`src/psu_pkg.sv`:
```
// Package for the priority semaphore unit: sizes, operation and status codes,
// fixed deadline and count limits, and the waiter count saturation helper.
// No dependencies.
package psu_pkg;

  // Wait table depth and derived widths
  localparam int WAIT_SLOTS = 8;
  localparam int SLOT_W     = (WAIT_SLOTS > 1) ? $clog2(WAIT_SLOTS) : 1;
  localparam int TOTAL_W    = $clog2(WAIT_SLOTS + 1);

  // Field widths
  localparam int KIND_W   = 2;
  localparam int TASK_W   = 8;
  localparam int PRIO_W   = 8;
  localparam int COUNT_W  = 16;
  localparam int TICK_W   = 16;
  localparam int STATUS_W = 2;
  localparam int WAITERS_W = 4;

  // Operation codes
  localparam logic [KIND_W-1:0] KIND_CREATE = 2'd0;
  localparam logic [KIND_W-1:0] KIND_PEND   = 2'd1;
  localparam logic [KIND_W-1:0] KIND_POST   = 2'd2;

  // Status codes
  localparam logic [STATUS_W-1:0] ST_OK      = 2'd0;
  localparam logic [STATUS_W-1:0] ST_ISR     = 2'd1;
  localparam logic [STATUS_W-1:0] ST_OVF     = 2'd2;
  localparam logic [STATUS_W-1:0] ST_BLOCKED = 2'd3;

  localparam logic [TICK_W-1:0]  NO_TIMEOUT_DEADLINE = 16'd65000;
  localparam logic [COUNT_W-1:0] COUNT_MAX           = 16'hFFFF;
  localparam logic [TICK_W-1:0]  TICK_WRAP_RESET     = 16'hFFFF;

  // Waiter count as reported, saturating at the field maximum
  function automatic logic [WAITERS_W-1:0] sat_waiters(input logic [TOTAL_W-1:0] t);
    logic [WAITERS_W-1:0] r;
    if (int'(t) > 15) r = 4'd15;
    else              r = WAITERS_W'(t);
    return r;
  endfunction

endpackage

```
`src/psu_if.sv`:
```
// Channel interfaces of the priority semaphore unit: request, result and
// configuration write channels. Depends on psu_pkg.
interface psu_in_if;
  logic                          valid;
  logic                          ready;
  logic [psu_pkg::KIND_W-1:0]    kind;
  logic                          in_isr;
  logic [psu_pkg::TASK_W-1:0]    task_id;
  logic [psu_pkg::PRIO_W-1:0]    task_priority;
  logic [psu_pkg::COUNT_W-1:0]   init_count;
  logic [psu_pkg::TICK_W-1:0]    timeout;
  logic [psu_pkg::TICK_W-1:0]    tick_now;

  modport source (output valid, kind, in_isr, task_id, task_priority, init_count,
                  timeout, tick_now, input ready);
  modport sink   (input valid, kind, in_isr, task_id, task_priority, init_count,
                  timeout, tick_now, output ready);
endinterface

interface psu_out_if;
  logic                           valid;
  logic                           ready;
  logic [psu_pkg::STATUS_W-1:0]   status;
  logic                           wake_valid;
  logic [psu_pkg::TASK_W-1:0]     wake_task;
  logic [psu_pkg::TICK_W-1:0]     wake_deadline;
  logic [psu_pkg::WAITERS_W-1:0]  waiters;

  modport source (output valid, status, wake_valid, wake_task, wake_deadline, waiters,
                  input ready);
  modport sink   (input valid, status, wake_valid, wake_task, wake_deadline, waiters,
                  output ready);
endinterface

interface psu_cfg_if;
  logic                         valid;
  logic                         ready;
  logic [psu_pkg::TICK_W-1:0]   data;

  modport source (output valid, data, input ready);
  modport sink   (input valid, data, output ready);
endinterface

```
`src/priority_semaphore_unit.sv`:
```
// Priority semaphore unit: counting semaphore with an 8-slot wait table; uses psu_pkg, psu_if.
// Create, pend on a nonzero count, refused calls and post with no waiters go from accept straight
// to the done step; a blocking pend takes a deadline step, then a scan that stops at the first free
// or matching slot or at the last slot; post with waiters scans every slot, then a post end step.
// One slot compare per cycle; one transaction in flight, the next accepted the cycle after the
// result loads. Reset (sync, rst_n low): count 0, table empty.
module priority_semaphore_unit (
  input  logic      clk,
  input  logic      rst_n,
  psu_in_if.sink    in_ch,
  psu_out_if.source out_ch,
  psu_cfg_if.sink   cfg_ch
);
  import psu_pkg::*;

  typedef enum logic [4:0] {
    S_IDLE     = 5'b00001,
    S_DLINE    = 5'b00010,
    S_SCAN     = 5'b00100,
    S_POST_END = 5'b01000,
    S_DONE     = 5'b10000
  } state_t;

  state_t state_r, state_nxt;

  // Architectural state
  logic [TICK_W-1:0]  tick_wrap_r;
  logic [COUNT_W-1:0] sem_count_r;
  logic [TOTAL_W-1:0] total_r;
  logic [TASK_W-1:0]  wtask_r [WAIT_SLOTS];
  logic [PRIO_W-1:0]  wprio_r [WAIT_SLOTS];

  // Captured request
  logic [KIND_W-1:0] op_kind_r;
  logic [TASK_W-1:0] op_tid_r;
  logic [PRIO_W-1:0] op_prio_r;
  logic              tmo_zero_r;
  logic [TICK_W-1:0] sum_r;

  // Scan unit
  logic [SLOT_W-1:0] idx_r;
  logic [SLOT_W-1:0] sel_r;
  logic [PRIO_W-1:0] best_r;
  logic              found_r;
  logic [TASK_W-1:0] cur_task;
  logic [PRIO_W-1:0] cur_prio;
  logic              scan_last;
  logic              slot_match;
  logic              slot_empty;

  // Working result and output register
  logic [STATUS_W-1:0]  res_status_r;
  logic                 res_wvalid_r;
  logic [TASK_W-1:0]    res_wtask_r;
  logic [TICK_W-1:0]    res_dl_r;
  logic                 out_valid_r;
  logic [STATUS_W-1:0]  out_status_r;
  logic                 out_wvalid_r;
  logic [TASK_W-1:0]    out_wtask_r;
  logic [TICK_W-1:0]    out_dl_r;
  logic [WAITERS_W-1:0] out_waiters_r;

  logic in_fire, out_fire, cfg_fire, out_free;

  assign in_ch.ready  = (state_r == S_IDLE);
  assign cfg_ch.ready = 1'b1;
  assign in_fire  = in_ch.valid && in_ch.ready;
  assign out_fire = out_valid_r && out_ch.ready;
  assign cfg_fire = cfg_ch.valid;
  assign out_free = !out_valid_r || out_ch.ready;

  assign out_ch.valid         = out_valid_r;
  assign out_ch.status        = out_status_r;
  assign out_ch.wake_valid    = out_wvalid_r;
  assign out_ch.wake_task     = out_wtask_r;
  assign out_ch.wake_deadline = out_dl_r;
  assign out_ch.waiters       = out_waiters_r;

  // Slot under the scan pointer
  assign cur_task   = wtask_r[idx_r];
  assign cur_prio   = wprio_r[idx_r];
  assign scan_last  = (idx_r == SLOT_W'(WAIT_SLOTS - 1));
  assign slot_match = (cur_task == op_tid_r);
  assign slot_empty = (cur_task == '0);

  // Sequencer
  always_comb begin
    state_nxt = state_r;
    case (state_r)
      S_IDLE: begin
        if (in_fire) begin
          case (in_ch.kind)
            KIND_PEND: begin
              if (sem_count_r != '0 || in_ch.in_isr) state_nxt = S_DONE;
              else                                   state_nxt = S_DLINE;
            end
            KIND_POST: begin
              if (total_r == '0) state_nxt = S_DONE;
              else               state_nxt = S_SCAN;
            end
            default: state_nxt = S_DONE;
          endcase
        end
      end
      S_DLINE: state_nxt = S_SCAN;
      S_SCAN: begin
        if (op_kind_r == KIND_PEND) begin
          if (slot_match || slot_empty || scan_last) state_nxt = S_DONE;
        end else if (scan_last) begin
          state_nxt = S_POST_END;
        end
      end
      S_POST_END: state_nxt = S_DONE;
      S_DONE: begin
        if (out_free) state_nxt = S_IDLE;
      end
      default: state_nxt = S_IDLE;
    endcase
  end

  // Datapath
  always_ff @(posedge clk) begin
    if (!rst_n) begin
      state_r     <= S_IDLE;
      out_valid_r <= 1'b0;
      tick_wrap_r <= TICK_WRAP_RESET;
      sem_count_r <= '0;
      total_r     <= '0;
      for (int i = 0; i < WAIT_SLOTS; i++) begin
        wtask_r[i] <= '0;
        wprio_r[i] <= '0;
      end
    end else begin
      state_r <= state_nxt;
      if (cfg_fire) tick_wrap_r <= cfg_ch.data;
      // In the done step a taken result is replaced by the new one below
      if (out_fire && state_r != S_DONE) out_valid_r <= 1'b0;

      case (state_r)
        // Capture the transaction and settle the short cases
        S_IDLE: begin
          if (in_fire) begin
            op_kind_r    <= in_ch.kind;
            op_tid_r     <= in_ch.task_id;
            op_prio_r    <= in_ch.task_priority;
            tmo_zero_r   <= (in_ch.timeout == '0);
            sum_r        <= in_ch.tick_now + in_ch.timeout;
            res_status_r <= ST_OK;
            res_wvalid_r <= 1'b0;
            res_wtask_r  <= '0;
            res_dl_r     <= '0;
            idx_r        <= '0;
            sel_r        <= '0;
            best_r       <= '0;
            found_r      <= 1'b0;
            case (in_ch.kind)
              KIND_CREATE: begin
                if (in_ch.in_isr) begin
                  res_status_r <= ST_ISR;
                end else begin
                  sem_count_r <= in_ch.init_count;
                  total_r     <= '0;
                  for (int i = 0; i < WAIT_SLOTS; i++) begin
                    wtask_r[i] <= '0;
                    wprio_r[i] <= '0;
                  end
                end
              end
              KIND_PEND: begin
                if (sem_count_r != '0)  sem_count_r  <= sem_count_r - 1'b1;
                else if (in_ch.in_isr)  res_status_r <= ST_ISR;
                else                    res_status_r <= ST_BLOCKED;
              end
              KIND_POST: begin
                if (total_r == '0) begin
                  if (sem_count_r < COUNT_MAX) sem_count_r  <= sem_count_r + 1'b1;
                  else                         res_status_r <= ST_OVF;
                end
              end
              default: ;
            endcase
          end
        end
        // Wrapped wake deadline
        S_DLINE: begin
          if (tmo_zero_r)                res_dl_r <= NO_TIMEOUT_DEADLINE;
          else if (sum_r >= tick_wrap_r) res_dl_r <= sum_r - tick_wrap_r;
          else                           res_dl_r <= sum_r;
        end
        // One slot per cycle: insert on pend, best waiter on post
        S_SCAN: begin
          idx_r <= idx_r + 1'b1;
          if (op_kind_r == KIND_PEND) begin
            if (!slot_match && slot_empty) begin
              wtask_r[idx_r] <= op_tid_r;
              wprio_r[idx_r] <= op_prio_r;
              total_r        <= total_r + 1'b1;
            end
          end else if (!slot_empty && cur_prio >= best_r) begin
            best_r  <= cur_prio;
            sel_r   <= idx_r;
            found_r <= 1'b1;
          end
        end
        // Release the chosen waiter
        S_POST_END: begin
          if (found_r) begin
            res_wvalid_r   <= 1'b1;
            res_wtask_r    <= wtask_r[sel_r];
            wtask_r[sel_r] <= '0;
            wprio_r[sel_r] <= '0;
          end
          total_r <= total_r - 1'b1;
        end
        // Load the result register
        S_DONE: begin
          if (out_free) begin
            out_valid_r   <= 1'b1;
            out_status_r  <= res_status_r;
            out_wvalid_r  <= res_wvalid_r;
            out_wtask_r   <= res_wtask_r;
            out_dl_r      <= res_dl_r;
            out_waiters_r <= sat_waiters(total_r);
          end
        end
        default: ;
      endcase
    end
  end

  // Checks
  a_state_onehot: assert property (@(posedge clk) disable iff (!rst_n)
    $onehot(state_r)) else $error("sequencer state not one-hot");

  a_total_bound: assert property (@(posedge clk) disable iff (!rst_n)
    int'(total_r) <= WAIT_SLOTS) else $error("waiter total above table depth");

  a_result_from_done: assert property (@(posedge clk) disable iff (!rst_n)
    $rose(out_valid_r) |-> $past(state_r == S_DONE))
    else $error("result loaded outside the done step");

  a_wake_is_post: assert property (@(posedge clk) disable iff (!rst_n)
    (out_valid_r && out_wvalid_r) |-> (out_status_r == ST_OK && out_dl_r == '0))
    else $error("wakeup result carries a status or deadline");

  a_wake_only_post: assert property (@(posedge clk) disable iff (!rst_n)
    res_wvalid_r |-> (op_kind_r == KIND_POST))
    else $error("wakeup flagged for a non-post transaction");

endmodule
```
`src/flat_wrapper.sv`:
```
// flat-port wrapper written by rule: the top's interface ports become plain ports
module priority_semaphore_unit_flat import psu_pkg::*;
  (clk, rst_n, in_ch_valid, in_ch_kind, in_ch_in_isr, in_ch_task_id, in_ch_task_priority, in_ch_init_count, in_ch_timeout, in_ch_tick_now, in_ch_ready, out_ch_valid, out_ch_status, out_ch_wake_valid, out_ch_wake_task, out_ch_wake_deadline, out_ch_waiters, out_ch_ready, cfg_ch_valid, cfg_ch_data, cfg_ch_ready);
  psu_in_if in_ch_i ();
  psu_out_if out_ch_i ();
  psu_cfg_if cfg_ch_i ();
  input  logic clk;
  input  logic rst_n;
  input wire logic [$bits(in_ch_i.valid)-1:0] in_ch_valid;
  input wire logic [$bits(in_ch_i.kind)-1:0] in_ch_kind;
  input wire logic [$bits(in_ch_i.in_isr)-1:0] in_ch_in_isr;
  input wire logic [$bits(in_ch_i.task_id)-1:0] in_ch_task_id;
  input wire logic [$bits(in_ch_i.task_priority)-1:0] in_ch_task_priority;
  input wire logic [$bits(in_ch_i.init_count)-1:0] in_ch_init_count;
  input wire logic [$bits(in_ch_i.timeout)-1:0] in_ch_timeout;
  input wire logic [$bits(in_ch_i.tick_now)-1:0] in_ch_tick_now;
  output wire logic [$bits(in_ch_i.ready)-1:0] in_ch_ready;
  output wire logic [$bits(out_ch_i.valid)-1:0] out_ch_valid;
  output wire logic [$bits(out_ch_i.status)-1:0] out_ch_status;
  output wire logic [$bits(out_ch_i.wake_valid)-1:0] out_ch_wake_valid;
  output wire logic [$bits(out_ch_i.wake_task)-1:0] out_ch_wake_task;
  output wire logic [$bits(out_ch_i.wake_deadline)-1:0] out_ch_wake_deadline;
  output wire logic [$bits(out_ch_i.waiters)-1:0] out_ch_waiters;
  input wire logic [$bits(out_ch_i.ready)-1:0] out_ch_ready;
  input wire logic [$bits(cfg_ch_i.valid)-1:0] cfg_ch_valid;
  input wire logic [$bits(cfg_ch_i.data)-1:0] cfg_ch_data;
  output wire logic [$bits(cfg_ch_i.ready)-1:0] cfg_ch_ready;
  assign in_ch_i.valid = in_ch_valid;
  assign in_ch_i.kind = in_ch_kind;
  assign in_ch_i.in_isr = in_ch_in_isr;
  assign in_ch_i.task_id = in_ch_task_id;
  assign in_ch_i.task_priority = in_ch_task_priority;
  assign in_ch_i.init_count = in_ch_init_count;
  assign in_ch_i.timeout = in_ch_timeout;
  assign in_ch_i.tick_now = in_ch_tick_now;
  assign in_ch_ready = in_ch_i.ready;
  assign out_ch_valid = out_ch_i.valid;
  assign out_ch_status = out_ch_i.status;
  assign out_ch_wake_valid = out_ch_i.wake_valid;
  assign out_ch_wake_task = out_ch_i.wake_task;
  assign out_ch_wake_deadline = out_ch_i.wake_deadline;
  assign out_ch_waiters = out_ch_i.waiters;
  assign out_ch_i.ready = out_ch_ready;
  assign cfg_ch_i.valid = cfg_ch_valid;
  assign cfg_ch_i.data = cfg_ch_data;
  assign cfg_ch_ready = cfg_ch_i.ready;
  priority_semaphore_unit u_core (.clk(clk), .rst_n(rst_n), .in_ch(in_ch_i), .out_ch(out_ch_i), .cfg_ch(cfg_ch_i));
endmodule
```
`config.mk`:
```
export PLATFORM = sky130hd
export DESIGN_NAME = priority_semaphore_unit_flat
export DESIGN_NICKNAME = d
export VERILOG_FILES = /design/src/psu_pkg.sv /design/src/psu_if.sv /design/src/priority_semaphore_unit.sv /design/src/flat_wrapper.sv
export SDC_FILE = /design/constraint.sdc
export NUM_CORES = 1
export LEC_CHECK = 0
export BUFFER_PORTS_ARGS = -buffer_cell sky130_fd_sc_hd__buf_4
export CAP_MARGIN = 20
export CORE_AREA = 8 8 169 171
export DETAILED_ROUTE_END_ITERATION = 6
export DIE_AREA = 0 0 177 179
export PLACE_DENSITY = 0.77
export SLEW_MARGIN = 20
export SYNTH_ARGS = -nofsm -noshare
export SYNTH_HDL_FRONTEND = slang
export SYNTH_SLANG_ARGS = --single-unit
```
`constraint.sdc`:
```
create_clock -name clk -period 9 [get_ports clk]
set_input_delay 2.7 -clock clk [delete_from_list [all_inputs] [get_ports clk]]
set_output_delay 2.7 -clock clk [all_outputs]
set_load 0.01 [all_outputs]
```
=== After elaboration in Yosys (flattened, before gate mapping) ===
Memories as Yosys holds them, arrays and structs flattened. A register that Yosys moved wholly into a read port is not among the register bits.
Index checks and enable logic that the tools add are counted.
Widths: inputs -> output; s select.

* Register bits: 150
* Bits in latches: 0
* Memory bits (writable): 128
* Bits in read-only memories: 0
* Input bits: 88
* Output and inout port bits: 34
* Logic and storage cells: 209
* Memories: 2

* Add/subtract/negate cells: 7
* Multipliers: 0
* Div/mod/pow operators: 0
* $lt $le $gt $ge: 3
* Eq/ne operators: 26
* Shift operators: 0
* Multiplexer cells: 97
* Bitwise logic cells: 16
* Reduce and logical (&&, ||, !) cells: 35

{| class="wikitable"
|+ Memories
! name !! depth !! width !! read ports !! clocked after Yosys merged registers in !! wr ports !! line !! RTL
|-
| u_core.wprio_r || 8 || 8 || 1 || 1 || 8 || priority_semaphore_unit.sv:31 || <nowiki>logic [PRIO_W-1:0] wprio_r [WAIT_SLOTS];</nowiki>
|-
| u_core.wtask_r || 8 || 8 || 2 || 2 || 8 || priority_semaphore_unit.sv:30 || <nowiki>logic [TASK_W-1:0] wtask_r [WAIT_SLOTS];</nowiki>
|}

{| class="wikitable"
|+ Operators with widths
! operator !! count
|-
| $mux 8 || 24
|-
| $mux 16 || 7
|-
| $pmux 16 s3 || 1
|-
| $mux 5 || 7
|-
| $pmux 16 s2 || 1
|-
| $pmux 8 s2 || 2
|-
| $reduce_or 8->1 || 4
|-
| $mux 3 || 10
|-
| $mux 1 || 28
|-
| $pmux 5 s5 || 1
|-
| $mux 4 || 5
|-
| $add 16x1->16 const B || 1
|-
| $add 16x16->16 || 1
|-
| $ge 16x16->1 || 1
|-
| $logic_not 16->1 || 1
|-
| $lt 16x16->1 const B || 1
|-
| $ne 2x1->1 const B || 8
|-
| $or 1x1->1 || 16
|-
| $reduce_bool 16->1 || 1
|-
| $sub 16x1->16 const B || 1
|-
| $sub 16x16->16 || 1
|-
| $pmux 3 s2 || 2
|-
| $pmux 4 s3 || 1
|-
| $reduce_and 3->1 || 4
|-
| 33 further kinds || 55
|}

=== Longest topological paths before layout ===
* Depth after elaboration: 11
* Mapped depth: 14
* Depth with buffers taken out: 12

=== Worst setup path before layout ===
Ideal clock, no wire load.

* Path kind: input port to flip-flop
* Start: input port in_ch_valid
* End: register u_core.best_r[0] (enable)
* Setup time: 0.348 ns
* Arrival: 5.246 ns
* Required time: 8.652 ns
* Slack: 3.406 ns
* Cell stages on the path: 6
* Path buffers: 0
* Cell sequence: nand2_1 nand2_1 nand2_1 nor2_1 a21oi_1 inv_1

* Longest elaborated chain between the ends: 3

{| class="wikitable"
|+ RTL lines
! what !! line !! RTL
|-
| from (decl) || flat_wrapper.sv:9 || <nowiki>input wire logic [$bits(in_ch_i.valid)-1:0] in_ch_valid;</nowiki>
|-
| $logic_and 1x1->1 || priority_semaphore_unit.sv:67 || <nowiki>assign in_fire = in_ch.valid && in_ch.ready;</nowiki>
|-
| $ne 2x2->1 (no line) || - ||
|-
| $reduce_and 5->1 (no line) || - ||
|-
| to (signal assigned) || priority_semaphore_unit.sv:200 || <nowiki>best_r <= cur_prio;</nowiki>
|-
| to (decl) || priority_semaphore_unit.sv:43 || <nowiki>logic [PRIO_W-1:0] best_r;</nowiki>
|}

Every way passes these cells.
A chain may end at the register's enable or synchronous reset.

==> metrics.md <==
| Metric | Value |
|---|---|
| Outcome | complete, no violations |
| Seq/Total Area, Yosys | 0.544 |
| First-pass GRT wire length | around 55000 microns |
| Clock sink count | 284 |
| Root Driver | clkbuf_16 |
| CTS tree | yes |
| Worst-path clk slew | 60 ps |
| Yosys reg bits | ~280 |
| Final hold vios | 0 |
| Gr ovfl total | 0 |
| Final wirelength | 34200 microns |
| Lkg Pwr | 6.73 nW |
| Via count | 10323 |
| Least-Margin Pin Slew | 1120 ps |
| Largest net degree at the start of global routing | 38 |
| Vias per inst | 6.08 |
| Core Util, Final | 0.657 |
| Iter 0 DRT Violations | 858 |
| Initial core utilization | 0.574 |
| Mean Syn Cell Area | ~12 sq um |
| Post-Route Skew | around 17 ps |
| Post-CTS setup buffer count | 0 |
| Clock Path Buffers | 3 |
| Filler cells | 1937 |
| Nets | between 1000 and 1500 |
| Worst R2R Path Depth | 9 |
| Final GP Congestion | ~0.94 |
| Most frequent cells in the layout | 236 x edfxtp_1, 134 x nor2_1, 130 x buf_4 |
| Post-cts resize count | 0 |
| Final HPWL DP | around 24000 microns |
| # hold bufs at CTS | 0 |
| Post-DRT Antenna Nets | 0 |
| DR DRC count | 0 |
| I/O Pins | roughly 120 |
| Layout area overhead | 14.4% |
| Worst path cell trace | buf_4 > nand3_1 > o32a_4 > nor2b_2 > nand2b_1 |
| WP data required | 9180 ps |
| Fin cells | 1698 |
| CP endpoint | u_core.wtask_r[4][6] |
| Antenna cells | 0 |
| Share of cells above drive strength 1 | 0.189 |
| Setup violators final | 0 |
| Cell Rows | 59 |
| Number of synthesized flops with an enable pin | 236 |
| H-tree depth | 1 |
| DR top layer | met4 |
| Full die area | 31700 sq um |
| Yosys Warn Count | 0 |
| Die Y | roughly 180 microns |
| Worst Setup SP | rst_n |
| Worst reg2reg setup slack | 4320 ps |
| Slowest-stage cell, CP | nand2b_1 |
| Slew Limit Headroom | 0.251 |
| Hold Crit Class | register to register |
| Core area | 25800 sq um |
| Vias in the first global route | between 10000 and 15000 |
| Fmax | 0.174 GHz |
| Post-synth top flop | edfxtp_1 |
| Tcrit/Tclk final | 0.637 |
| Dpl cells | 1644 |
| Syn Std Cell Area | 14800 sq um |
| Crit Path Class | input pin to register |
| Initial antenna violation count | 0 |
| Total CTS buffers | 29 |
| Biggest cell delay along the critical path | 820 ps |
| Ys async rst share | 0 |
| Die Span X | 177 microns |
| CP Data Arrival Time | 5910 ps |
| Worst setup EP type | register |
| Max-Cap Viols | 0 |
| Multi-input combinational cell area | 6300 sq um |
| Wire per inst | 20.1 microns |
| Fin crit period | 5730 ps |
| RSZ-0062 raised after global routing | no |
| First-pass iteration count of the detailed router | 5 |
| Final Cell Area | about 17000 sq um |
| Met1 wire length | approximately 14000 microns |
| Syn nets | 1384 |
| Setup TNS | 0 ps |
| Most common cell after layout, fill and taps aside | edfxtp_1 |
| Peak supply drop | 0.176 mV |
| Total GRT Usage | 0.216 |
| RR Endpoint | u_core.wtask_r[4][6] |
| Metal3 WL | roughly 2600 microns |
| WL met2 | 16300 microns |
| Power Density | 196 nW/um^2 |
| Number of distinct library cells after synthesis | 72 |
| Placed Area | ~16000 sq um |
| CP max FO | 32 |
| Number of port buffers | 120 |
| Max-slew violation count | 0 |
| Crit path launch type | input pin |
| Mapped Cells | 1231 |
| Worst-skew pair later-pin latency | 560 ps |
| Worst hold slack | roughly 410 ps |
| Register area | 8050 sq um |
[how the worst min path moves through the flow]
stage / startpoint / end / slack (ps) / depth (start not counted)
detailed placement: u_core.res_dl_r[12] / u_core.out_ch.wake_deadline[12] / 400 / 0
CTS: u_core.res_wvalid_r / u_core.out_ch.wake_valid / 420 / 0
floorplan: u_core.res_status_r[0] / u_core.out_ch.status[0] / 400 / 0
global placement: u_core.res_wvalid_r / u_core.out_ch.wake_valid / 400 / 0
global route: u_core.res_dl_r[3] / u_core.out_ch.wake_deadline[3] / 420 / 0
finish: u_core.res_dl_r[12] / u_core.out_ch.wake_deadline[12] / 410 / 0
[through the flow]
stage                     power [mW]  setup WS (ps)
after floorplan                 1.96           3410
after global placement          2.10           2930
after detailed placement        2.12           2820
after CTS                       3.33           3370
after global routing            3.45           3070
final                           3.32           3270
[area by class of cell]
cell class,instances,area share
clock buffer,31,0.0433
clock inverter,23,0.0145
inverter,55,0.0122
multi-input combinational,840,0.372
sequential,284,0.475
tap,335,0.0248
timing repair buffer,130,0.0577
[routing by layer]
| layer | global-route usage | vias to the layer above |
|---|---|---|
| met4 | 0.0711 | 0 |
| met3 | 0.0362 | 78 |
| met1 | 0.285 | 4978 |
| met2 | 0.360 | 416 |
| met5 | 0 | - |
| li1 | - | 4851 |
[synthesized netlist by cell type (4+ instances only)]
cell type / n / share of area
o21ai_0: 31 / 0.010
nor2b_1: 7 / 0.0030
mux2_2: 13 / 0.0099
inv_1: 53 / 0.013
a31oi_1: 12 / 0.0051
clkbuf_1: 27 / 0.0068
nand3_1: 14 / 0.0047
buf_6: 4 / 0.0030
ha_1: 61 / 0.052
a22oi_1: 6 / 0.0030
fa_1: 4 / 0.0054
nor4_1: 20 / 0.0085
o21bai_1: 5 / 0.0025
dfxtp_1: 48 / 0.065
nand2b_1: 14 / 0.0059
and3_1: 39 / 0.016
buf_1: 7 / 0.0018
nand4_1: 12 / 0.0051
xor2_1: 11 / 0.0065
and2_1: 16 / 0.0068
xnor2_1: 31 / 0.018
nor2_1: 136 / 0.034
o21a_1: 4 / 0.0020
mux2i_1: 52 / 0.035
nand3b_1: 12 / 0.0061
a311oi_1: 4 / 0.0024
mux4_2: 42 / 0.064
a211oi_1: 17 / 0.0086
a21o_1: 20 / 0.010
or3_1: 7 / 0.0030
buf_2: 10 / 0.0034
a21oi_1: 53 / 0.018
o211ai_1: 19 / 0.0096
nor3_1: 35 / 0.012
nor2_2: 9 / 0.0038
nand2_1: 84 / 0.021
a22o_1: 10 / 0.0059
edfxtp_1: 236 / 0.48
[cells by family (layout without fill, tap and decap cells)]
| family | after synthesis | count (layout) | share of synthesized area |
|---|---|---|---|
| flip-flops | 284 | 284 | 0.544 |
| AO/OA/AOI/OAI | 207 | 207 | 0.0942 |
| multiplexers | 108 | 108 | 0.110 |
| adder cells (fa/ha/maj) | 65 | 65 | 0.0570 |
| XOR/XNOR | 42 | 42 | 0.0249 |
| other | 1 | 1 | 0.000253 |
| AND/OR/NAND/NOR | 417 | 417 | 0.138 |
| buffers and inverters | 107 | 239 | 0.0314 |
[sequential cells by signal, summed over array words and instances (netlist names), 16 cells and up, named ones only]
signal                       flops
u_core.out_ch.wake_deadline     16
u_core.res_dl_r                 16
u_core.sem_count_r              16
u_core.sum_r                    16
u_core.tick_wrap_r              16
u_core.wprio_r                  64
u_core.wtask_r                  64
[power breakdown]
part / internal (mW) / switching [mW] / total (mW)
Sequential: 1.50 / 0.0546 / 1.55
Clock: 0.710 / 0.519 / 1.23
Combinational: 0.248 / 0.293 / 0.541
[critical path: cells and delay by family]
kind                   cells  cell delay [ps]
AND/OR/NAND/NOR            3             2270
AO/OA/AOI/OAI              1              590
buffers and inverters      1              320
Note: power is estimated with default switching activity, not from simulation.
